### src/design/qmtm_pkg.sv
// ----------------------------------------------------------------------------
// qmtm_pkg
// Types, codes and constants shared by the quad motor throttle mixer.
// ----------------------------------------------------------------------------
package qmtm_pkg;

	localparam int unsigned NUM_MOTORS = 4;
	localparam int unsigned NUM_DIRS   = 8;

	localparam logic [11:0] ARM_THROTTLE   = 12'd1350;
	localparam logic [11:0] LOW_LIMIT      = 12'd1000;
	localparam logic [11:0] HIGH_LIMIT     = 12'd2000;
	localparam logic [11:0] IDLE_RESET     = 12'd1000;
	localparam logic [7:0]  STEP_RESET     = 8'd10;
	localparam logic [12:0] STRENGTH_SCALE = 13'd20;

	typedef enum logic {
		OP_THROTTLE,
		OP_STEER
	} operation_t;

	typedef enum logic [1:0] {
		CMD_NONE,
		CMD_DOWN,
		CMD_UP,
		CMD_TOGGLE
	} throttle_cmd_t;

	typedef enum logic {
		REG_IDLE_THROTTLE,
		REG_THROTTLE_STEP
	} cfg_reg_t;

	typedef enum logic [1:0] {
		SGN_ZERO,
		SGN_POS,
		SGN_NEG
	} sign_t;

	typedef logic [11:0]        throttle_t;
	typedef logic signed [13:0] offset_t;
	typedef logic [13:0]        motor_t;
	typedef offset_t            offset_arr_t [NUM_MOTORS];
	typedef motor_t             motor_arr_t [NUM_MOTORS];
	typedef sign_t              sign_row_t [NUM_MOTORS];

	// offset sign per direction sector, motors a..d
	localparam sign_row_t SIGN_TABLE [NUM_DIRS] = '{
		'{SGN_NEG,  SGN_POS,  SGN_POS,  SGN_NEG },
		'{SGN_NEG,  SGN_ZERO, SGN_POS,  SGN_ZERO},
		'{SGN_NEG,  SGN_NEG,  SGN_POS,  SGN_POS },
		'{SGN_ZERO, SGN_NEG,  SGN_ZERO, SGN_POS },
		'{SGN_POS,  SGN_NEG,  SGN_NEG,  SGN_POS },
		'{SGN_POS,  SGN_ZERO, SGN_NEG,  SGN_ZERO},
		'{SGN_POS,  SGN_POS,  SGN_NEG,  SGN_NEG },
		'{SGN_ZERO, SGN_POS,  SGN_ZERO, SGN_NEG }
	};

endpackage

### src/design/qmtm_mixer.sv
// ----------------------------------------------------------------------------
// qmtm_mixer
// Adds the throttle to each motor offset and clamps negative sums at zero.
// ----------------------------------------------------------------------------
module qmtm_mixer
	import qmtm_pkg::*;
(
	input  throttle_t   throttle,
	input  offset_arr_t offsets,
	output motor_arr_t  motors
);

	logic signed [14:0] sum [NUM_MOTORS];

	always_comb begin
		for (int m = 0; m < NUM_MOTORS; m++) begin
			sum[m] = $signed({3'b000, throttle}) + $signed({offsets[m][13], offsets[m]});
			motors[m] = sum[m][14] ? '0 : sum[m][13:0];
		end
	end

endmodule

### src/design/quad_motor_throttle_mixer.sv
// ----------------------------------------------------------------------------
// quad_motor_throttle_mixer
// Throttle and steering mixer for four motors with an armed flag.
// ----------------------------------------------------------------------------
// Each accepted item produces exactly one result item: the item is captured
// in an input register, the state update and the four clamped motor sums
// are worked out in one pass, and the result is held in an output register.
// A new item is accepted every cycle while results are taken; in_stall rises
// only when both registers are full and out_stall is high. Configuration
// writes are always ready and take effect on items that follow.
module quad_motor_throttle_mixer
	import qmtm_pkg::*;
(
	input  logic        clk,
	input  logic        arst_n,

	input  logic        in_valid,
	output logic        in_stall,
	input  logic        operation,
	input  logic [1:0]  throttle_cmd,
	input  logic [2:0]  direction,
	input  logic [7:0]  strength,

	output logic        out_valid,
	input  logic        out_stall,
	output logic [13:0] motor_a,
	output logic [13:0] motor_b,
	output logic [13:0] motor_c,
	output logic [13:0] motor_d,
	output logic        is_armed,

	input  logic        cfg_valid,
	output logic        cfg_ready,
	input  logic        cfg_index,
	input  logic [11:0] cfg_data
);

	throttle_t     idle_throttle_q;
	logic [7:0]    throttle_step_q;
	throttle_t     throttle_q;
	logic          armed_q;
	offset_arr_t   offsets_q;

	logic          valid_s1;
	operation_t    operation_s1;
	throttle_cmd_t cmd_s1;
	logic [2:0]    direction_s1;
	logic [7:0]    strength_s1;

	logic          valid_s2;
	motor_arr_t    motors_s2;
	logic          armed_s2;

	logic          advance_s2;
	logic          load_s1;
	throttle_t     throttle_nxt;
	logic          armed_nxt;
	offset_arr_t   offsets_nxt;
	logic [12:0]   k;
	offset_t       k_pos;
	motor_arr_t    motors_nxt;

	assign advance_s2 = valid_s1 && (!valid_s2 || !out_stall);
	assign in_stall   = valid_s1 && !advance_s2;
	assign load_s1    = in_valid && !in_stall;
	assign cfg_ready  = 1'b1;

	// configuration registers
	always_ff @(posedge clk or negedge arst_n) begin
		if (!arst_n) begin
			idle_throttle_q <= IDLE_RESET;
			throttle_step_q <= STEP_RESET;
		end else if (cfg_valid && cfg_ready) begin
			case (cfg_reg_t'(cfg_index))
				REG_IDLE_THROTTLE: idle_throttle_q <= cfg_data;
				REG_THROTTLE_STEP: throttle_step_q <= cfg_data[7:0];
				default: ;
			endcase
		end
	end

	// input register
	always_ff @(posedge clk or negedge arst_n) begin
		if (!arst_n) begin
			valid_s1 <= 1'b0;
		end else if (load_s1) begin
			valid_s1 <= 1'b1;
		end else if (advance_s2) begin
			valid_s1 <= 1'b0;
		end
	end

	always_ff @(posedge clk) begin
		if (load_s1) begin
			operation_s1 <= operation_t'(operation);
			cmd_s1       <= throttle_cmd_t'(throttle_cmd);
			direction_s1 <= direction;
			strength_s1  <= strength;
		end
	end

	// state update for the item in the input register
	assign k     = 13'(strength_s1) * STRENGTH_SCALE;
	assign k_pos = offset_t'({1'b0, k});

	always_comb begin
		throttle_nxt = throttle_q;
		armed_nxt    = armed_q;
		offsets_nxt  = offsets_q;
		case (operation_s1)
			OP_THROTTLE: begin
				case (cmd_s1)
					CMD_TOGGLE: begin
						throttle_nxt = armed_q ? idle_throttle_q : ARM_THROTTLE;
						armed_nxt    = !armed_q;
					end
					CMD_DOWN: begin
						if (throttle_q > LOW_LIMIT)
							throttle_nxt = throttle_q - throttle_t'(throttle_step_q);
					end
					CMD_UP: begin
						if (throttle_q < HIGH_LIMIT)
							throttle_nxt = throttle_q + throttle_t'(throttle_step_q);
					end
					default: ;
				endcase
			end
			OP_STEER: begin
				if (armed_q) begin
					for (int m = 0; m < NUM_MOTORS; m++) begin
						case (SIGN_TABLE[direction_s1][m])
							SGN_POS: offsets_nxt[m] = k_pos;
							SGN_NEG: offsets_nxt[m] = -k_pos;
							default: offsets_nxt[m] = '0;
						endcase
					end
				end
			end
			default: ;
		endcase
	end

	qmtm_mixer u_mixer (
		.throttle (throttle_nxt),
		.offsets  (offsets_nxt),
		.motors   (motors_nxt)
	);

	// state registers
	always_ff @(posedge clk or negedge arst_n) begin
		if (!arst_n) begin
			throttle_q <= IDLE_RESET;
			armed_q    <= 1'b0;
			for (int m = 0; m < NUM_MOTORS; m++)
				offsets_q[m] <= '0;
		end else if (advance_s2) begin
			throttle_q <= throttle_nxt;
			armed_q    <= armed_nxt;
			offsets_q  <= offsets_nxt;
		end
	end

	// result register
	always_ff @(posedge clk or negedge arst_n) begin
		if (!arst_n) begin
			valid_s2 <= 1'b0;
		end else if (advance_s2) begin
			valid_s2 <= 1'b1;
		end else if (!out_stall) begin
			valid_s2 <= 1'b0;
		end
	end

	always_ff @(posedge clk) begin
		if (advance_s2) begin
			motors_s2 <= motors_nxt;
			armed_s2  <= armed_nxt;
		end
	end

	assign out_valid = valid_s2;
	assign motor_a   = motors_s2[0];
	assign motor_b   = motors_s2[1];
	assign motor_c   = motors_s2[2];
	assign motor_d   = motors_s2[3];
	assign is_armed  = armed_s2;

endmodule

### config.mk
export PLATFORM = sky130hd
export DESIGN_NAME = quad_motor_throttle_mixer
export DESIGN_NICKNAME = d
export VERILOG_FILES = /design/src/design/qmtm_pkg.sv /design/src/design/qmtm_mixer.sv /design/src/design/quad_motor_throttle_mixer.sv
export SDC_FILE = /design/constraint.sdc
export NUM_CORES = 1
export LEC_CHECK = 0
export ABC_AREA = 1
export BUFFER_PORTS_ARGS = -buffer_cell sky130_fd_sc_hd__clkbuf_2
export CORE_ASPECT_RATIO = 0.5
export CORE_MARGIN = 1.5
export CORE_UTILIZATION = 61
export DETAILED_ROUTE_END_ITERATION = 8
export GPL_TIMING_DRIVEN = 0
export PLACE_DENSITY = 0.81
export SYNTH_ARGS = -nofsm -noshare
export SYNTH_HDL_FRONTEND = slang
export SYNTH_SLANG_ARGS = --single-unit
### constraint.sdc
create_clock -name clk -period 5.4 [get_ports clk]
set_clock_uncertainty 0.05 [all_clocks]
set_input_delay 0.54 -clock clk [delete_from_list [all_inputs] [get_ports clk]]
set_output_delay 0.54 -clock clk [all_outputs]
set_load 0.1 [all_outputs]
==> results of run 1 <==
==> cell families (layout without fill, tap and decap cells) <==
kind of cell    count (synthesis)  in the layout  synth area share
xor+xnor                       38             38            0.0295
fa+ha+maj                      86             86            0.0999
flops                         162            162             0.392
other cells                     1              1          0.000332
mux                             4              4           0.00399
buf+inv                       255            381            0.0911
compound gates                299            299             0.162
simple gates                  558            558             0.222
==> layer usage <==
layer | track usage | part of all wire | vias to the layer above
li1 | - | - | 4927
met1 | 0.442 | 0.43 | 4841
met2 | 0.556 | 0.45 | 499
met3 | 0.0793 | 0.088 | 105
met4 | 0.139 | 0.035 | 0
met5 | 0 | 0 | -
==> metrics by stage <==
stage	util	cells	instance area, um^2	hold slack [ps]
2_1_floorplan	-	1403	11300	194
3_3_place_gp	0.679	1727	12000	412
3_5_place_dp	0.682	1729	12100	416
4_1_cts	0.714	1762	12700	220
5_1_grt	0.714	1763	12700	211
6_report	0.714	1763	12700	228
==> critical path, cell delays in order, from the launching register on <==
cell	delay, ps
dfrtp_1	440
inv_1	110
ha_1	170
inv_1	90
fa_1	490
nand3_1	110
nand2_1	110
a21oi_1	270
nand2_1	90
nand2_1	80
nand3_1	90
a31oi_1	1110
ha_1	460
nand2_1	110
a21oi_1	40
a211oi_1	180
nand3_1	170
nand3_1	100
nand2_1	100
nand2_2	100
inv_2	50
nor2_4	110
buf_12	150
nor2_2	40
==> layout by cell type (no fill, tap or decap), types with 14 or more instances in the layout <==
cell type  instances
dfrtp_1           77
nand2_1          298
nand3_1           81
o21ai_0           86
o22ai_1           50
dfstp_2           14
ha_1              79
nand4_1           17
edfxtp_1          71
nor2_2            15
a21oi_1           72
inv_1            208
clkbuf_16         17
xor2_1            30
clkbuf_1          22
clkbuf_2          90
a21oi_2           17
nor2_1            93
==> flip-flops by register name (all words and copies together) (netlist names) <==
register,cells
motor_d,14
throttle_step_q,8
operation_s1,1
is_armed,1
valid_s1,1
offsets_q,56
throttle_q,12
strength_s1,8
motor_c,14
out_valid,1
cmd_s1,2
armed_q,1
motor_b,14
motor_a,14
direction_s1,3
idle_throttle_q,12
==> layout make-up <==
cell class / instances / area share
repair buffers: 94 / 0.0409
clock inverters: 15 / 0.0105
plain buffers: 37 / 0.0167
inverters: 218 / 0.0650
clock buffers: 17 / 0.0336
well taps: 234 / 0.0231
flip-flops and latches: 162 / 0.349
multi-input cells: 986 / 0.461
==> worst min path at each step <==
| stage | start | end | slack [ps] | cells after the start |
|---|---|---|---|---|
| 6_report | operation | operation_s1$_DFFE_PP_ | 230 | 1 |
| 5_1_grt | direction[1] | direction_s1[1]$_DFFE_PP_ | 210 | 1 |
| 4_1_cts | operation | operation_s1$_DFFE_PP_ | 220 | 1 |
| 3_5_place_dp | offsets_q[53]$_DFFE_PN0P_ | offsets_q[53]$_DFFE_PN0P_ | 420 | 2 |
| 3_3_place_gp | offsets_q[40]$_DFFE_PN0P_ | offsets_q[40]$_DFFE_PN0P_ | 410 | 2 |
| 2_1_floorplan | arst_n | armed_q$_DFFE_PN0P_ | 190 | 0 |
==> report_power, final <==
group	internal (mW)	leakage [nW]	switching [mW]
sequential	1.92	1.83	0.200
combinational	1.53	3.99	4.04
clock	0.614	0.284	0.585
total	4.06	6.10	4.83
==> what timing repair did <==
| item | CTS | global route |
|---|---|---|
| hold buffers | 1 | 0 |
| setup endpoints to repair | 0 | 14 |
| resized for setup | 0 | 2 |
| buffers inserted | 0 | 1 |
| hold endpoints to repair | 4 | 0 |
==> impl_metrics.json, run 1 <==
{
  "synth_top_area_frac": 0.189,
  "cp.arrival_ps": 5190,
  "slew_viol_final": 0,
  "yosys.area.top_type": "edfxtp_1",
  "grt_usage": 0.340,
  "num_vias": 10372,
  "synth_cell_types": 58,
  "grt_pass1_wl_um": 50900,
  "first_global_vias": 9966,
  "syn_area_per_cell_um2": 8.05,
  "fin_crit_ps": 5060,
  "endpoint": "motor_b[5]$_SDFFCE_PP0P_",
  "worst-path-max-fanout": 10,
  "yosys_register_bits": 162,
  "cts_buffer_depth": 2,
  "hold_path_class": "input pin to register",
  "nFillCells": 1441,
  "synth-main-ff-cell": "dfrtp_1",
  "setup_tns_ps": 0,
  "netlist_top_cells_area": "edfxtp_1, dfrtp_1, nand2_1, ha_1, inv_1",
  "overflow": 0,
  "fp-row-count": 34,
  "initial_core_util": 0.637,
  "post-route-period-util": 0.936,
  "path_class": "register to register",
  "max_freq_ghz": 0.198,
  "viasPerCell": 5.88,
  "cts_tree": "yes",
  "async_reset_ff_frac": 0.562,
  "cts_sinks": 162,
  "leakage_nw": 6.10,
  "outcome": "complete, no violations",
  "start_kind": "register",
  "syn-cell-area_um2": 11300,
  "ant_nets": 0,
  "fp.dieH_um": 99.2,
  "nets": 1634,
  "clk_pin_slew_ps": 80,
  "ir_drop_v": 0.000369,
  "antenna_cells": 0,
  "die-area_um2": 19400,
  "synth_nets": 1521,
  "firstDrtPassIters": 6,
  "wl_per_cell_um": 18.1,
  "setup-violations-final": 0,
  "core-area_um2": 17700,
  "htreeDepth": 4,
  "clock_latency_ps": 440,
  "syn_to_final_growth_pct": 12.2,
  "multi_input_comb_area_um2": 5840,
  "r2r_end": "motor_b[5]$_SDFFCE_PP0P_",
  "grt_max_degree": 66,
  "numPortBuffers": 90,
  "dp_slack_ps": 225,
  "synthTopCellsByCount": "nand2_1, inv_1, nor2_1, o21ai_0, nand3_1",
  "r2r_cells": 23,
  "crit_path_start": "throttle_q[0]$_DFFE_PN0P_",
  "pwr_density_cell_nw_per_um2": 701,
  "grt_antenna_before_repair": 0,
  "synth_most_common_cell": "nand2_1",
  "critPathRequiredTime_ps": 5540,
  "netlist_instances": 1403,
  "wl_um": 31800,
  "drc_errors": 0,
  "synth_edf_count": 71,
  "end_kind": "register",
  "ios": 92,
  "reg2reg_slack_ps": 340,
  "reg2reg_from": "throttle_q[0]$_DFFE_PN0P_",
  "drtIter0Drc": 826,
  "yosysWarnings": 0,
  "hold_viol": 0,
  "numCtsBuffers": 17,
  "seqCellArea_um2": 4430,
  "worst_slew_pin_slew_ps": 1360,
  "gp_congestion": 1.01,
  "die_w_um": 195,
  "power.total_mw": 8.88,
  "fin_ws_ps": 345,
  "maxSlewHeadroom": 0.0902,
  "hpwlAfterDp_um": 24000,
  "maxCapViolCount": 0,
  "ys_seq_area_frac": 0.392,
  "rsz0062_at_grt": "false",
  "root_buffer": "clkbuf_16",
  "drive_above_1_share": 0.160
}
Power figures use the tool's default switching activity.
==> run 2, diff against run 1 <==
--- a/config.mk
+++ b/config.mk
@@ -6,7 +6,7 @@
 export NUM_CORES = 1
 export LEC_CHECK = 0
 export ABC_AREA = 1
-export BUFFER_PORTS_ARGS = -buffer_cell sky130_fd_sc_hd__clkbuf_2
+export BUFFER_PORTS_ARGS = -buffer_cell sky130_fd_sc_hd__buf_2
 export CORE_ASPECT_RATIO = 0.5
 export CORE_MARGIN = 1.5
 export CORE_UTILIZATION = 61
==> run 2 against run 1 <==
Effect of this change:
- cell count barely moved
- core utilization is 0.31 points higher
- die area unchanged
- clock-buffer cell count rose by 3
- critical endpoint is now motor_a[12]$_SDFFCE_PP0P_
- global-route usage shrank 0.40 points
- wire length decreased by 0.76%
- cell area increased by 0.43%
- worst hold slack better by 4.8 ps
- critical path depth down 1
- via count is 1.4% lower
- highest routed layer unchanged
==> impl_metrics.json, run 2 (synthesis results as in run 1) <==
{
  "largest_reg_flops": 56,
  "wl_um": 31600,
  "maxSlewHeadroom": 0.254,
  "post-route-period-util": 0.936,
  "hold_path_class": "input pin to register",
  "core-area_um2": 17700,
  "htreeDepth": 4,
  "critPathRequiredTime_ps": 5540,
  "initial_core_util": 0.637,
  "root_buffer": "clkbuf_16",
  "leakage_nw": 6.12,
  "grt_max_degree": 71,
  "cts_sinks": 162,
  "setup_tns_ps": 0,
  "gp_congestion": 1.02,
  "rsz0062_at_grt": "false",
  "firstDrtPassIters": 5,
  "grt_antenna_before_repair": 0,
  "grt_pass1_wl_um": 50600,
  "numPortBuffers": 90,
  "cts_tree": "yes",
  "cts_buffer_depth": 2,
  "first_global_vias": 9726,
  "worst-path-max-fanout": 10,
  "drive_above_1_share": 0.158,
  "numCtsBuffers": 17,
  "nets": 1633,
  "end_kind": "register",
  "pwr_density_cell_nw_per_um2": 705,
  "maxCapViolCount": 0,
  "fp-row-count": 34,
  "start_kind": "register",
  "setup-violations-final": 0,
  "fin_crit_ps": 5050,
  "cp.arrival_ps": 5200,
  "antenna_cells": 0,
  "clk_pin_slew_ps": 70,
  "regMostFlops": "offsets_q",
  "slew_viol_final": 0,
  "grt_usage": 0.336,
  "overflow": 0,
  "hold_viol": 0,
  "drtIter0Drc": 791,
  "syn_to_final_growth_pct": 12.7,
  "wl_per_cell_um": 17.9,
  "instances_no_fill": 1762,
  "path_class": "register to register",
  "ios": 92,
  "fp.dieH_um": 99.2,
  "place_inst": 1729,
  "die-area_um2": 19400,
  "ir_drop_v": 0.000393,
  "drc_errors": 0,
  "num_vias": 10222,
  "worst_slew_pin_slew_ps": 1110,
  "outcome": "complete, no violations",
  "r2r_cells": 22,
  "hpwlAfterDp_um": 24000,
  "final_cell_mix": "nand2_1, inv_1, buf_2",
  "die_w_um": 195,
  "ant_nets": 0,
  "holdPathStages": 1,
  "reg2reg_slack_ps": 350,
  "clock_latency_ps": 440,
  "layout_commonest_cell": "nand2_1",
  "viasPerCell": 5.80,
  "max_freq_ghz": 0.198
}
-- run 2: layout make-up --
type                            count  area [um^2]
Multi-Input combinational cell    986         5840
Fill cell                        1382         5010
Sequential cell                   162         4430
Inverter                          218          820
Timing Repair Buffer               93          510
Clock buffer                       20          500
Tap cell                          234          293
Buffer                             37          211
Clock inverter                     12          124
-- run 2: critical path, cell delays in order, from the launching register on --
cell and delay [ps]:
dfstp_2 530, buf_2 190, nand2_1 100, nor2_1 260
nand3_1 170, nand3_1 320, nand2_1 260, inv_1 200
nand2_1 60, nand4_1 70, nand2_1 80, nand2_2 230
inv_1 290, fa_1 520, o21ai_1 270, a21oi_1 170
o21ai_2 190, a21boi_0 170, o21ai_1 250, nand2_2 130
buf_6 180, nand2_1 80, nor2_2 40
-- run 2: final timing paths --
| path | start | endpoint |
|---|---|---|
| worst max-delay path | throttle_q[8]$_DFFE_PN1P_ | motor_a[12]$_SDFFCE_PP0P_ |
| worst min-delay path | strength[0] | strength_s1[0]$_DFFE_PP_ |
| worst max register to register | throttle_q[8]$_DFFE_PN1P_ | motor_a[12]$_SDFFCE_PP0P_ |
| worst min register to register | offsets_q[52]$_DFFE_PN0P_ | offsets_q[52]$_DFFE_PN0P_ |
| max in group asynchronous | arst_n | throttle_q[5]$_DFFE_PN1P_ |
| min in group asynchronous | arst_n | idle_throttle_q[1]$_DFFE_PN0P_ |
-- run 2: timing repair --
item,CTS,global route
hold buffers,1,0
gates resized for setup,0,2
buffers inserted,0,0
endpoints found under the hold margin,14,0
endpoints found under the setup margin,0,14
-- run 2: routing by layer --
metal  vias to the layer above  track usage  wire length (um)  share of wire
met5                         -            0                 0              0
met4                         0        0.136              1030          0.033
met3                        83       0.0607              2760          0.087
met2                       455        0.544             14100           0.45
met1                      4755        0.454             13700           0.43
li1                       4929            -                 -              -
-- run 2: metrics by stage --
| stage | total power [mW] | hold slack (ps) | instance area (um^2) | util | setup WS [ps] |
|---|---|---|---|---|---|
| finish | 8.97 | 233 | 12700 | 0.718 | 346 |
| CTS | 8.90 | 227 | 12700 | 0.717 | 118 |
| global route | 9.54 | 223 | 12700 | 0.718 | 16.6 |
| global placement | 7.42 | 411 | 12000 | 0.679 | 359 |
| detailed placement | 7.57 | 401 | 12100 | 0.682 | 130 |
| floorplan | 6.48 | 194 | 11300 | - | 1430 |
-- run 2: report_power, final --
group          switching [mW]  internal [mW]  leakage (nW)
Clock                   0.560          0.734         0.312
Sequential              0.196           1.92          1.83
Combinational            4.03           1.53          3.98
Total                    4.79           4.18          6.12
